**src/sv/nfsp_pkg.sv**
```systemverilog
package nfsp_pkg;

  localparam int SIZE_BITS = 16;
  localparam int POS_BITS  = SIZE_BITS + 1;
  localparam int BIN_BITS  = 16;

  localparam int IN_FIELDS_W  = 2 * SIZE_BITS + 1;
  localparam int IN_TDATA_W   = ((IN_FIELDS_W + 7) / 8) * 8;
  localparam int OUT_FIELDS_W = 2 * POS_BITS + BIN_BITS + 2;
  localparam int OUT_TDATA_W  = ((OUT_FIELDS_W + 7) / 8) * 8;

  localparam int CFG_INDEX_W = 1;

  localparam logic [CFG_INDEX_W-1:0] REG_BIN_WIDTH  = 1'd0;
  localparam logic [CFG_INDEX_W-1:0] REG_BIN_HEIGHT = 1'd1;

  localparam logic [SIZE_BITS-1:0] BIN_SIZE_RESET = SIZE_BITS'(1024);

endpackage

```
**src/sv/next_fit_shelf_packer_core.sv**
```systemverilog
// Next-fit shelf packer: places one rectangle per accepted item into equal bins of
// bin_width x bin_height, with one open shelf in the newest bin. Each item gives one
// result (x, y, bin, rotation, oversize). The block takes one item per clock while
// m_tready does not hold the result register: the fit tests, the shelf and bin update
// and the result are one pass of adds and compares between the input register and the
// result register, and the shelf state is written in that same cycle, so the next item
// sees it. bin_width and bin_height must be written by the user over the cfg port only
// while the block is idle; the block itself does not enforce this. Both reset to 1024.
module next_fit_shelf_packer_core (
  input  logic                             clk,
  input  logic                             rst,
  // rect_width, rect_height, allow_rotation, zero pad
  input  logic [nfsp_pkg::IN_TDATA_W-1:0]  s_tdata,
  input  logic                             s_tvalid,
  output logic                             s_tready,
  // pos_x, pos_y, bin_number, was_rotated, oversize, zero pad
  output logic [nfsp_pkg::OUT_TDATA_W-1:0] m_tdata,
  output logic                             m_tvalid,
  input  logic                             m_tready,
  input  logic                             cfg_valid,
  output logic                             cfg_ready,
  input  logic [nfsp_pkg::CFG_INDEX_W-1:0] cfg_index,
  input  logic [nfsp_pkg::SIZE_BITS-1:0]   cfg_data
);
  import nfsp_pkg::*;

  localparam int S = SIZE_BITS;
  localparam int P = POS_BITS;

  // configuration
  logic [S-1:0] bin_width;
  logic [S-1:0] bin_height;

  // shelf state
  logic [P-1:0]        shelf_offset;
  logic [S-1:0]        shelf_height;
  logic [P-1:0]        shelf_used_width;
  logic [BIN_BITS-1:0] current_bin;

  // input register
  logic         in_valid;
  logic [S-1:0] in_w;
  logic [S-1:0] in_h;
  logic         in_rot;

  // result register
  logic                out_valid;
  logic [P-1:0]        out_x;
  logic [P-1:0]        out_y;
  logic [BIN_BITS-1:0] out_bin;
  logic                out_rot;
  logic                out_over;

  logic advance;
  logic in_take;

  // placement logic
  logic [S-1:0]        longside;
  logic                swap1;
  logic                swap2;
  logic [S-1:0]        w1;
  logic [S-1:0]        h1;
  logic [S-1:0]        w2;
  logic [S-1:0]        h2;
  logic                fits;
  logic                fits_above;
  logic [P:0]          stack_sum;
  logic [P-1:0]        stack_sat;
  logic [P-1:0]        base_offset;
  logic [P-1:0]        base_used;
  logic [S-1:0]        base_height;
  logic [P:0]          end_x;
  logic [P:0]          end_y;
  logic [P-1:0]        shelf_offset_next;
  logic [S-1:0]        shelf_height_next;
  logic [P-1:0]        shelf_used_width_next;
  logic [BIN_BITS-1:0] current_bin_next;
  logic                over_next;

  assign cfg_ready = 1'b1;
  assign advance   = in_valid && (!out_valid || m_tready);
  assign s_tready  = !in_valid || advance;
  assign in_take   = s_tvalid && s_tready;

  always_comb begin
    longside = (in_w > in_h) ? in_w : in_h;
    // turn upright when the long side fits under the open shelf, flat otherwise
    swap1 = in_rot && ((in_h > in_w) != (longside <= shelf_height));
    w1 = swap1 ? in_h : in_w;
    h1 = swap1 ? in_w : in_h;

    fits = (({1'b0, shelf_used_width} + {2'b0, w1}) <= {2'b0, bin_width}) &&
           (({1'b0, shelf_offset} + {2'b0, h1}) <= {2'b0, bin_height});
    fits_above = (({2'b0, shelf_offset} + {3'b0, shelf_height} + {3'b0, h1})
                  <= {3'b0, bin_height});

    stack_sum = {1'b0, shelf_offset} + {2'b0, shelf_height};
    stack_sat = stack_sum[P] ? {P{1'b1}} : stack_sum[P-1:0];

    // a fresh shelf or bin gets the rectangle laid flat when rotation is allowed
    swap2 = !fits && in_rot && (h1 > w1);
    w2 = swap2 ? h1 : w1;
    h2 = swap2 ? w1 : h1;

    if (fits) begin
      base_offset = shelf_offset;
      base_used   = shelf_used_width;
      base_height = shelf_height;
    end else begin
      base_offset = fits_above ? stack_sat : '0;
      base_used   = '0;
      base_height = '0;
    end

    if (!fits && !fits_above && (current_bin != {BIN_BITS{1'b1}})) begin
      current_bin_next = current_bin + 1'b1;
    end else begin
      current_bin_next = current_bin;
    end

    end_x = {1'b0, base_used} + {2'b0, w2};
    end_y = {1'b0, base_offset} + {2'b0, h2};

    shelf_offset_next     = base_offset;
    shelf_height_next     = (h2 > base_height) ? h2 : base_height;
    shelf_used_width_next = end_x[P] ? {P{1'b1}} : end_x[P-1:0];
    over_next = (end_x > {2'b0, bin_width}) || (end_y > {2'b0, bin_height});
  end

  always_ff @(posedge clk) begin
    if (rst) begin
      bin_width  <= BIN_SIZE_RESET;
      bin_height <= BIN_SIZE_RESET;
    end else if (cfg_valid && cfg_ready) begin
      unique case (cfg_index)
        REG_BIN_WIDTH:  bin_width  <= cfg_data;
        REG_BIN_HEIGHT: bin_height <= cfg_data;
        default: ;
      endcase
    end
  end

  always_ff @(posedge clk) begin
    if (rst) begin
      in_valid         <= 1'b0;
      out_valid        <= 1'b0;
      shelf_offset     <= '0;
      shelf_height     <= '0;
      shelf_used_width <= '0;
      current_bin      <= '0;
    end else begin
      if (in_take) begin
        in_valid <= 1'b1;
      end else if (advance) begin
        in_valid <= 1'b0;
      end
      if (advance) begin
        out_valid        <= 1'b1;
        shelf_offset     <= shelf_offset_next;
        shelf_height     <= shelf_height_next;
        shelf_used_width <= shelf_used_width_next;
        current_bin      <= current_bin_next;
      end else if (m_tready) begin
        out_valid <= 1'b0;
      end
    end
  end

  always_ff @(posedge clk) begin
    if (in_take) begin
      in_w   <= s_tdata[S-1:0];
      in_h   <= s_tdata[2*S-1:S];
      in_rot <= s_tdata[2*S];
    end
    if (advance) begin
      out_x    <= base_used;
      out_y    <= base_offset;
      out_bin  <= current_bin_next;
      out_rot  <= swap1 ^ swap2;
      out_over <= over_next;
    end
  end

  assign m_tvalid = out_valid;
  assign m_tdata  = {{(OUT_TDATA_W - OUT_FIELDS_W){1'b0}},
                     out_over, out_rot, out_bin, out_y, out_x};

  // a held result always matches the shelf state it left behind
  assert property (@(posedge clk) disable iff (rst)
    out_valid |-> (out_bin == current_bin) && (out_y == shelf_offset))
    else $error("result bin or offset differs from shelf state");

  // a new bin restarts at the bottom with an empty shelf
  assert property (@(posedge clk) disable iff (rst)
    (!rst && advance && !fits && !fits_above) |=>
      (shelf_offset == '0) && (out_x == '0))
    else $error("new bin did not restart at the origin");

  // bin count never goes backwards
  assert property (@(posedge clk) disable iff (rst)
    (!rst && advance) |=> (current_bin >= $past(current_bin)))
    else $error("bin count decreased");

endmodule
```
**config.mk**
```make
export PLATFORM = sky130hd
export DESIGN_NAME = next_fit_shelf_packer_core
export DESIGN_NICKNAME = d
export VERILOG_FILES = /design/src/sv/nfsp_pkg.sv /design/src/sv/next_fit_shelf_packer_core.sv
export SDC_FILE = /design/constraint.sdc
export NUM_CORES = 1
export LEC_CHECK = 0
export BUFFER_PORTS_ARGS = -buffer_cell sky130_fd_sc_hd__buf_2
export CORE_MARGIN = 2
export CORE_UTILIZATION = 45
export DETAILED_ROUTE_END_ITERATION = 10
export GPL_ROUTABILITY_DRIVEN = 0
export GPL_TIMING_DRIVEN = 0
export PLACE_DENSITY = 0.62
export SLEW_MARGIN = 20
export SYNTH_ARGS = -nofsm -noshare
export SYNTH_HDL_FRONTEND = slang
export SYNTH_SLANG_ARGS = --single-unit
```
**constraint.sdc**
```tcl
create_clock -name clk -period 26.2 [get_ports clk]
set_input_delay 0 -clock clk [delete_from_list [all_inputs] [get_ports clk]]
set_output_delay 0 -clock clk [all_outputs]
set_load 0.05 [all_outputs]
```
==> results of run 1 <==
metal layers:
layer	vias up	wire, um	GRT usage	part of all wire
met5	-	0	0	0
met4	0	2572	0.1403	0.049
met3	131	3461	0.04874	0.066
met2	568	24060	0.4596	0.46
met1	7126	22630	0.3715	0.43
li1	7237	-	-	-
cell families (layout without fill, tap and decap cells):
group,Yosys count,after routing,share of synthesized area
AO/OA/AOI/OAI,522,522,0.2050
XOR/XNOR,97,97,0.05350
adder cells (fa/ha/maj),247,247,0.2032
buffers and inverters,262,458,0.06498
flip-flops,185,185,0.2843
multiplexers,5,5,0.003358
other,2,5,0.0004688
AND/OR/NAND/NOR,641,641,0.1852
layout by cell type (no fill, tap or decap), types with 51 or more instances in the layout:
cell	instances
a21o_1	51
a21oi_1	206
buf_2	116
dfxtp_1	100
dlygate4sd3_1	55
edfxtp_1	85
ha_1	225
inv_1	196
nand2_1	196
nor2_1	218
o21ai_0	103
xnor2_1	62
how the worst min path moves through the flow:
stage	cells after the start	to
3_3_place_gp	1	in_h[11]
2_1_floorplan	0	in_h[0]
3_5_place_dp	1	in_h[11]
4_1_cts	2	in_h[11]
5_1_grt	2	in_w[4]
6_report	2	in_w[4]
power breakdown:
part / internal, W / switching, W
logic: 0.000343 / 0.000571
registers: 0.000328 / 0.0000209
clock network: 0.000133 / 0.000147
worst register-to-register path, delay by kind of cell, from the launching register on:
| kind | cells | cell delay (ns) |
|---|---|---|
| xor gates and xnor gates | 2 | 0.57 |
| DFF | 1 | 0.54 |
| buffers and inverters | 9 | 3.17 |
| AOI/OAI and AO/OA | 29 | 6.02 |
| and+or+nand+nor | 15 | 3.29 |
| adders and majority gates | 8 | 2.62 |
per-stage QoR:
stage	area, um^2	setup WS, ns	cells	hold WS [ns]	utilization
floorplan	16030	13.63	1964	0.09887	-
global placement	17140	10.41	2532	0.1770	0.4855
detailed placement	17190	10.27	2534	0.1781	0.4869
CTS	18370	10.20	2621	0.2047	0.5203
global route	18370	8.789	2621	0.2211	0.5203
finish	18370	9.772	2621	0.2307	0.5203
sequential cells by signal (all words and copies together), names as in the netlist, 16 cells and up:
signal and count:
out_x 17, out_y 17, shelf_offset 17, shelf_used_width 17, bin_height 16, bin_width 16, current_bin 16, in_h 16
in_w 16, out_bin 16, shelf_height 16
cell type report:
class	count	area, um^2
Clock inverter	15	201.4
Clock buffer	17	425.4
Multi-Input combinational cell	1517	10440
Timing Repair Buffer	164	1134
Inverter	197	739.5
Fill cell	3324	16940
Tap cell	461	576.8
Buffer	65	302.8
Sequential cell	185	4554
==> results.sh, run 1 <==
export IMPL_crit_start="in_h[11]"
export IMPL_synth_edf_count=85
export IMPL_setup_viol=0
export IMPL_wl_per_cell_um=20.12
export IMPL_synth_cell_type_count=93
export IMPL_syn_to_final_growth_pct=14.68
export IMPL_antenna_cells=0
export IMPL_tns_ns=0
export IMPL_cp_slowest_stage_delay_ns=0.68
export IMPL_endpoint="out_over"
export IMPL_synth_seq_cells=185
export IMPL_min_delay_start="s_tdata[4]"
export IMPL_synthTopCellsByArea="ha_1 18%, edfxtp_1 16%, dfxtp_1 12%"
export IMPL_vias=15060
export IMPL_first_pass_iters=6
export IMPL_crit_cells=63
export IMPL_r2r_start="in_h[11]"
export IMPL_r2r_slack_ns=9.77
export IMPL_grt_pass1_vias=14180
export IMPL_cp_start_kind="flop"
export IMPL_worst_path_max_fanout=10
export IMPL_cp_required_ns=26.43
export IMPL_ys_flop_type="dfxtp_1"
export IMPL_cts_sinks=185
export IMPL_core_mm2=0.03531
export IMPL_grt_overflow_total=0
export IMPL_grt_pass1_wl_um=79700
export IMPL_grt_usage=0.2862
export IMPL_rsz0062_at_grt="no"
export IMPL_rows=69
export IMPL_status="finished clean"
export IMPL_fmax_ghz=0.06087
export IMPL_hold_viol=0
export IMPL_cp_slowest_cell="clkbuf_1"
export IMPL_initial_core_util=0.4537
export IMPL_ys_top_cells_by_count="225 x ha_1, 218 x nor2_1, 206 x a21oi_1, 196 x inv_1, 196 x nand2_1"
export IMPL_synth_top_area_cell="ha_1"
export IMPL_arrival_ns=16.65
export IMPL_grt_max_degree=34
export IMPL_critPathKind="flop to flop"
export IMPL_finalCriticalPeriod_ns=16.43
export IMPL_ctsHoldBuffers=55
export IMPL_synthesis_area_mm2=0.01602
export IMPL_io_pins=121
export IMPL_p_total_w=0.001543
export IMPL_synthArstFlopShare=0
export IMPL_htree_levels=4
export IMPL_p_per_area_mw_per_mm2=83.97
export IMPL_drtIter0Drc=1480
export IMPL_period_share=0.6270
export IMPL_cts_tree="done"
export IMPL_io_buffers=107
export IMPL_syn_inst=1961
export IMPL_die_h_um=192.7
export IMPL_fp_dieW_um=192.7
export IMPL_antenna_left=0
export IMPL_post_cts_resize_count=0
export IMPL_antenna_found_initial=0
export IMPL_critical_path_buf_inv_count=9
export IMPL_yosys_cell_count_top_type="ha_1"
export IMPL_end_kind="flop"
export IMPL_postCtsSetupBuffers=0
export IMPL_slew_headroom=0.2657
export IMPL_final_max_slew_viol_count=0
export IMPL_fin_nets=2456
export IMPL_drt_total_wl_um=52730
export IMPL_ys_seq_area_frac=0.2843
export IMPL_clock_latency_ns=0.48
export IMPL_clock_skew_ns=0.01749
export IMPL_yosysWarnings=0
export IMPL_critPathTopFamily="compound AO/OA/AOI/OAI gates"
export IMPL_cap_violations=0
export IMPL_synth_avg_cell_area_um2=8.169
export IMPL_hold_class="input port to flop"
export IMPL_drc_errors=0
export IMPL_rr_endpoint="out_over"
export IMPL_clkTransAtPathRegs_ns=0.08
export IMPL_drive_above_1_share=0.09120
export IMPL_worstRegToRegCells=63
export IMPL_worst_pin_slew_ns=1.092
export IMPL_die_area_mm2=0.03713
export IMPL_vias_per_cell=5.747
export IMPL_ir_drop_mv=0.05870
export IMPL_p_leak_nw=8.197
export IMPL_clockBufferDepth=2
export IMPL_dp_hpwl_um=42400
export IMPL_clk_root_buffer_cell="clkbuf_16"
export IMPL_synth_top_cell_area_share=0.1757
export IMPL_cts_buffers=17
Power figures use the tool's default switching activity.
==> run 2, diff against run 1 <==
PLACE_DENSITY = 0.64   (was 0.62)
clock period = 13.99 ns   (was 26.2 ns; I/O delays follow)
==> results.sh, run 2 (synthesis gave the netlist of run 1 again) <==
export IMPL_status="finished clean"
export IMPL_rr_endpoint="out_over"
export IMPL_worst_pin_slew_ns=1.091
export IMPL_first_pass_iters=6
export IMPL_crit_start="in_h[8]"
export IMPL_power_switching_share=0.4751
export IMPL_grt_pass1_wl_um=78530
export IMPL_finalCriticalPeriod_ns=13.42
export IMPL_r2r_slack_ns=0.57
export IMPL_antenna_cells=0
export IMPL_grt_overflow_total=0
export IMPL_p_comb_frac=0.602
export IMPL_cts_tree="done"
export IMPL_rows=69
export IMPL_worstRegToRegCells=65
export IMPL_r2r_start="in_h[8]"
export IMPL_cp_required_ns=14.21
export IMPL_p_leak_nw=8.394
export IMPL_endpoint="out_over"
export IMPL_slew_headroom=0.2660
export IMPL_fp_dieW_um=192.7
export IMPL_final_cells=2639
export IMPL_multiInputGateArea_mm2=0.01068
export IMPL_die_h_um=192.7
export IMPL_drt_total_wl_um=52560
export IMPL_antenna_left=0
export IMPL_clkTransAtPathRegs_ns=0.08
export IMPL_p_clk_frac=0.177
export IMPL_core_mm2=0.03531
export IMPL_clockBufferDepth=2
export IMPL_cp_slowest_cell="edfxtp_1"
export IMPL_design_area_mm2=0.01883
export IMPL_p_per_area_mw_per_mm2=156.9
export IMPL_worst_path_max_fanout=10
export IMPL_end_kind="flop"
export IMPL_cp_start_kind="flop"
export IMPL_fin_nets=2474
export IMPL_cp_slowest_stage_delay_ns=0.53
export IMPL_hold_viol=0
export IMPL_wl_per_cell_um=19.92
export IMPL_arrival_ns=13.64
export IMPL_clock_skew_ns=0.01393
export IMPL_p_switching_w=0.001404
export IMPL_p_seq_frac=0.220
export IMPL_cts_sinks=185
export IMPL_cap_violations=0
export IMPL_final_common_cell="ha_1"
export IMPL_antenna_found_initial=0
export IMPL_final_max_slew_viol_count=0
export IMPL_vias_per_cell=5.753
export IMPL_die_area_mm2=0.03713
export IMPL_period_share=0.9594
export IMPL_place_area_mm2=0.01719
export IMPL_io_pins=121
export IMPL_dpl_cell_count=2534
export IMPL_cts_buffers=17
export IMPL_drive_above_1_share=0.1221
export IMPL_clock_latency_ns=0.48
export IMPL_fmax_ghz=0.07450
export IMPL_fillers=3248
export IMPL_clk_root_buffer_cell="clkbuf_16"
export IMPL_regArea_mm2=0.004554
export IMPL_final_cell_mix="220 x ha_1, 216 x nor2_1, 195 x inv_1, 195 x nand2_1, 195 x a21oi_1"
export IMPL_io_buffers=107
export IMPL_htree_levels=4
export IMPL_critPathKind="flop to flop"
export IMPL_p_int_w=0.001551
export IMPL_drc_errors=0
export IMPL_initial_core_util=0.4537
export IMPL_dp_hpwl_um=41590
export IMPL_syn_to_final_growth_pct=17.53
export IMPL_grt_max_degree=34
export IMPL_vias=15180
export IMPL_grt_usage=0.2822
export IMPL_grt_pass1_vias=14150
export IMPL_drtIter0Drc=1236
export IMPL_setup_viol=0
export IMPL_hold_class="input port to flop"
export IMPL_ir_drop_mv=0.1091
[run 2: cell count changes in the layout (fill, tap and decap cells not counted), sizes merged]
cell,before,now
dlygate4sd3,55,58
clkinv,6,7
inv,206,205
clkbuf,62,58
buf,129,148
[run 2: worst min path at each step]
stage	start	end	slack, ns	cells past startpoint
finish	cfg_index	bin_width[15]	0.11	5
floorplan	s_tdata[16]	in_h[0]	0.1	0
global placement	s_tdata[31]	in_h[15]	0.18	1
CTS	cfg_index	bin_width[15]	0.04	5
detailed placement	s_tdata[7]	in_w[7]	0.18	1
global route	cfg_index	bin_width[15]	0.11	5
[run 2: timing repair]
item,in CTS,in global routing
endpoints found under the setup margin,18,11
hold buffers,58,0
hold endpoints to repair,67,0
cloned,0,0
buffers inserted,6,11
pin swaps,4,12
resized for setup,38,63
[run 2: layout make-up]
cell class              count  area share
plain buffers              63     0.01887
clock inverters            15     0.01096
flip-flops and latches    185      0.2419
repair buffers            184     0.06878
multi-input cells        1517      0.5670
clock buffers              17     0.02259
well taps                 461     0.03063
inverters                 197     0.03927
[run 2: power groups by stage]
stage,Clock (W),Sequential (W),Combinational [W]
2_1_floorplan,0,0.000689,0.00115
3_3_place_gp,0,0.000662,0.00160
3_5_place_dp,0,0.000662,0.00165
4_1_cts,0.000532,0.000650,0.00170
5_1_grt,0.000554,0.000655,0.00195
6_report,0.000524,0.000651,0.00178
[run 2: through the flow]
step | power, W | setup slack, ns | utilization | hold WS (ns) | setup TNS, ns
6_report | 0.002955 | 0.5675 | 0.5333 | 0.1066 | 0
5_1_grt | 0.003154 | -0.07362 | 0.5333 | 0.1054 | -0.07362
4_1_cts | 0.002883 | 0.02512 | 0.5250 | 0.03881 | 0
3_5_place_dp | 0.002312 | -1.674 | 0.4869 | 0.1781 | -11.43
3_3_place_gp | 0.002267 | -1.590 | 0.4855 | 0.1772 | -8.530
2_1_floorplan | 0.001838 | 1.419 | - | 0.09887 | 0
[run 2: critical path: cells and delay by family, from the launching register on]
family / cells / cell delay [ns]
AOI/OAI and AO/OA: 32 / 6.33
and+or+nand+nor: 17 / 2.53
adders and majority gates: 7 / 2.22
buffers and inverters: 7 / 1.27
DFF: 1 / 0.53
xor gates and xnor gates: 2 / 0.25
[run 2: routing by layer]
layer,GRT usage,wire length (um),up-vias
li1,-,-,7280
met1,0.3534,21840,7113
met2,0.4602,24100,643
met3,0.06074,4028,147
met4,0.1368,2587,0
met5,0,0,-
